[config.mk]
export PLATFORM = sky130hd
export DESIGN_NAME = mhdt_ram
export DESIGN_NICKNAME = d
export VERILOG_FILES = /design/src/rtl/mhdt_pkg.sv /design/src/rtl/mhdt_ram.sv
export SDC_FILE = /design/constraint.sdc
export NUM_CORES = 1
export LEC_CHECK = 0
export BUFFER_PORTS_ARGS = -buffer_cell sky130_fd_sc_hd__buf_2
export CORE_ASPECT_RATIO = 0.6
export CORE_MARGIN = 2
export CORE_UTILIZATION = 30
export CTS_CLUSTER_DIAMETER = 50
export DETAILED_ROUTE_END_ITERATION = 8
export PLACE_DENSITY_LB_ADDON = 0.25
export SKIP_CTS_REPAIR_TIMING = 1
export SLEW_MARGIN = 25
export SYNTH_ARGS = -nofsm -noshare
export SYNTH_HDL_FRONTEND = slang
export SYNTH_SLANG_ARGS = --single-unit
[constraint.sdc]
create_clock -name clk -period 2.1 [get_ports clk]
set_input_delay 0.42 -clock clk [delete_from_list [all_inputs] [get_ports clk]]
set_output_delay 0.42 -clock clk [all_outputs]
set_load 0.005 [all_outputs]
[src/rtl/mhdt_pkg.sv]
package mhdt_pkg;

  // Default sizes of the stores.
  localparam int DEF_MAX_STRINGS = 64;
  localparam int DEF_MAX_LENGTH  = 1024;
  localparam int DEF_SYMBOL_BITS = 5;

  // Port field widths.
  localparam int FUNC_W      = 3;
  localparam int SIDX_IN_W   = 6;
  localparam int POS_IN_W    = 10;
  localparam int SYM_IN_W    = 5;
  localparam int DIST_OUT_W  = 11;
  localparam int CFG_INDEX_W = 2;
  localparam int CFG_DATA_W  = 11;
  localparam int STRINGS_W   = 7;
  localparam int LENGTH_W    = 11;

  // Register reset values, before clamping to the store sizes.
  localparam int STRINGS_RESET = 64;
  localparam int LENGTH_RESET  = 1024;

  // Operation codes.
  localparam logic [FUNC_W-1:0] FUNC_LOAD_REF = 3'd0;
  localparam logic [FUNC_W-1:0] FUNC_SET_CAND = 3'd1;
  localparam logic [FUNC_W-1:0] FUNC_UPD_CAND = 3'd2;
  localparam logic [FUNC_W-1:0] FUNC_QUERY    = 3'd3;
  localparam logic [FUNC_W-1:0] FUNC_READ     = 3'd4;

  // Configuration register indexes.
  localparam logic [CFG_INDEX_W-1:0] CFG_STRINGS = 2'd0;
  localparam logic [CFG_INDEX_W-1:0] CFG_LENGTH  = 2'd1;

  typedef struct packed {
    logic [FUNC_W-1:0]    func;
    logic [SIDX_IN_W-1:0] string_index;
    logic [POS_IN_W-1:0]  position;
    logic [SYM_IN_W-1:0]  symbol;
  } item_t;

  typedef struct packed {
    logic [DIST_OUT_W-1:0] max_distance;
    logic [SIDX_IN_W-1:0]  farthest_string;
    logic [SYM_IN_W-1:0]   read_symbol;
    logic                  cost_valid;
  } result_t;

  // Address width for a store of the given depth, never below one bit.
  function automatic int addr_bits(int depth);
    return (depth > 1) ? $clog2(depth) : 1;
  endfunction

endpackage

[src/rtl/mhdt_ram.sv]
module mhdt_ram #(
  parameter int WIDTH = 8,
  parameter int DEPTH = 16
) (
  input  logic                                   clk,
  input  logic                                   we,
  input  logic [mhdt_pkg::addr_bits(DEPTH)-1:0]  waddr,
  input  logic [WIDTH-1:0]                       wdata,
  input  logic [mhdt_pkg::addr_bits(DEPTH)-1:0]  raddr,
  output logic [WIDTH-1:0]                       rdata
);

  logic [WIDTH-1:0] mem [DEPTH];

  always_ff @(posedge clk) begin
    if (we) begin
      mem[waddr] <= wdata;
    end
    rdata <= mem[raddr];
  end

endmodule

==> flow_metrics.env <==
export IMPL_synth_edf_count=128
export IMPL_area_growth_pct=21.58
export IMPL_cts_max_path_buffers=2
export IMPL_synth_cells=229
export IMPL_synth_seq_area_share=0.7778
export IMPL_post_dp_cell_area_sq_mm=0.005682
export IMPL_synth_cell_types=19
export IMPL_wl_per_cell_microns=19.61
export IMPL_synth_warnings=0
export IMPL_root_buffer="clkbuf_16"
export IMPL_ant_nets=0
export IMPL_nFillCells=1592
export IMPL_drive_above_1_share=0.3255
export IMPL_drt_iter0_drc=308
export IMPL_cts_tree="yes"
export IMPL_vias=2465
export IMPL_routed_via_density=4.633
export IMPL_finalSetupViolCount=0
export IMPL_drc=0
export IMPL_synth_async_reset_ratio=0
export IMPL_first_global_vias=2531
export IMPL_fp_dieW_microns=173.1
export IMPL_wirelength_microns=10430
export IMPL_critPathLaunch="raddr[0]"
export IMPL_cts_buffers=17
export IMPL_ioPinCount=26
export IMPL_final_max_slew_viol_count=0
export IMPL_grt_start_max_net_pins=33
export IMPL_placedCellCount=500
export IMPL_ys_seq_elements=136
export IMPL_synth_ff_type="edfxtp_1"
export IMPL_fin_cells=532
export IMPL_dpl_hpwl_microns=7002
export IMPL_worst_path_max_fanout=18
export IMPL_crit_path_end_kind="register"
export IMPL_hold_ws_ns=0.4001
export IMPL_fin_nets=303
export IMPL_netlist_area_leader_share=0.7467
export IMPL_period_share=0.6733
export IMPL_coreArea_sq_mm=0.01694
export IMPL_p_per_area_mw_per_mm2=990.6
export IMPL_worstHoldPathType="primary input to register"
export IMPL_reg2reg_to="rdata[3]"
export IMPL_dieArea_sq_mm=0.01826
export IMPL_status="finished, final reports clean"
export IMPL_layout_min_cycle_time_ns=1.414
export IMPL_cts_sinks=136
export IMPL_antenna_cells=0
export IMPL_syn_area_sq_mm=0.005147
export IMPL_initial_core_util=0.3038
export IMPL_path_clk_slew_ns=0.06
export IMPL_grt_pass1_wl_microns=16100
export IMPL_r2r_start="mem[10][3]"
export IMPL_maxSlewHeadroom=0.7454
export IMPL_regArea_sq_mm=0.004004
export IMPL_holdCritStartpoint="wdata[5]"
export IMPL_synth_common_cells="edfxtp_1, mux4_2, a22oi_1, mux4_1, nor2_1"
export IMPL_fin_area_sq_mm=0.006259
export IMPL_ir_drop_uv=565.4
export IMPL_avgSynthCellArea_sq_um=22.48
export IMPL_port_buffers=25
export IMPL_rows=37
export IMPL_reg2reg_slack_ns=0.75
export IMPL_crit_type="primary input to register"
export IMPL_ff2ff_path_depth=3
export IMPL_synth_top_area_cell="edfxtp_1"
export IMPL_drt_pass1_iter_count=4
export IMPL_yosysMostFrequentCell="edfxtp_1"
export IMPL_gp_congestion=0.6942
export IMPL_fmax_mhz=707.2
export IMPL_h_tree_depth=4
export IMPL_worstMarginPinSlew_ns=0.3819
export IMPL_rsz0062_at_grt="no"
export IMPL_grt_use_total=0.1250
export IMPL_endpoint="rdata[3]"
export IMPL_netlist_top_cells_area="edfxtp_1, mux4_2, mux4_1"
export IMPL_antenna_found_initial=0
export IMPL_critPathRequiredTime_ns=2.38
export IMPL_power_leakage_nw=2.105
export IMPL_critPathArrivalTime_ns=1.70
export IMPL_grt_overflow=0
export IMPL_cp_start_kind="primary input"
export IMPL_syn_nets=247
export IMPL_worstSkewPairLatency_ns=0.41
export IMPL_cap_violations=0
export IMPL_finalSetupTns_ns=0
export IMPL_die_h_microns=105.5
export IMPL_skew_ns=0.01118
export IMPL_hold_viol=0
export IMPL_multiInputGateArea_sq_mm=0.001057
routing by layer:
| layer | wire length, microns | track usage | vias to the layer above |
|---|---|---|---|
| li1 | - | - | 1090 |
| met1 | 5499 | 0.1973 | 1301 |
| met2 | 4199 | 0.1560 | 66 |
| met3 | 633 | 0.03860 | 8 |
| met4 | 101 | 0.04722 | 0 |
| met5 | 0 | 0 | - |
sequential cells by signal, indices dropped and copies added (netlist names):
signal  cells
rdata       8
mem       128
per-stage QoR:
step                      utilization  setup slack [ns]  power [mW]
after CTS                      0.3694            0.6880       6.261
after global placement         0.3353            0.2847       3.403
after floorplan                     -            0.1871       3.259
final                          0.3694            0.6860       6.200
after detailed placement       0.3353            0.2558       3.407
after global routing           0.3694            0.6095       6.416
where the power goes:
part	leakage, nW	total (mW)	internal, mW	switching, mW
logic	0.600	0.287	0.128	0.159
clock network	0.281	2.86	1.75	1.11
registers	1.22	3.06	3.03	0.0212
total	2.11	6.20	4.91	1.29
how the worst min path moves through the flow:
stage,endpoint,slack (ns),depth (start not counted)
after floorplan,mem[0][0],0.52,0
after global placement,rdata[2],0.66,3
after detailed placement,rdata[5],0.67,3
after CTS,mem[11][5],0.38,1
after global routing,mem[8][6],0.40,1
final,mem[11][5],0.40,1
area by class of cell:
type | instances | area share
Sequential cell | 136 | 0.6397
Multi-Input combinational cell | 83 | 0.1689
Clock buffer | 17 | 0.06797
Timing Repair Buffer | 47 | 0.05238
Tap cell | 234 | 0.04678
Clock inverter | 15 | 0.02419
logic make-up (layout without fill, tap and decap cells):
kind of cell | Yosys count | count (layout) | share of synthesized area
buffers and inverters | 10 | 79 | 0.01677
AO/OA/AOI/OAI | 16 | 16 | 0.02334
AND/OR/NAND/NOR | 35 | 35 | 0.03184
flip-flops | 136 | 136 | 0.7778
multiplexers | 32 | 32 | 0.1502
cells in the final DEF, fill, tap and decap left out:
| cell | count |
|---|---|
| edfxtp_1 | 128 |
| buf_2 | 25 |
| buf_4 | 19 |
| mux4_2 | 18 |
| clkbuf_16 | 17 |
| a22oi_1 | 16 |
| mux4_1 | 14 |
| nor2_1 | 13 |
| nand2_1 | 9 |
| dfxtp_1 | 8 |
| nor3_1 | 4 |
| clkinv_2 | 4 |
| clkinv_4 | 3 |
| inv_6 | 3 |
| buf_12 | 3 |
| nand3b_1 | 2 |
| nand2b_1 | 2 |
| bufinv_16 | 2 |
| clkinvlp_4 | 2 |
| nor2b_1 | 1 |
| and2_1 | 1 |
| and2b_1 | 1 |
| nand3_1 | 1 |
| or3b_2 | 1 |
| clkinv_1 | 1 |
worst max-delay path, stage by stage:
cell and delay [ns]:
buf_2 0.14, buf_12 0.20, mux4_1 0.57, a22oi_1 0.27, nand2_1 0.08
(Power assumes the default switching activity.)
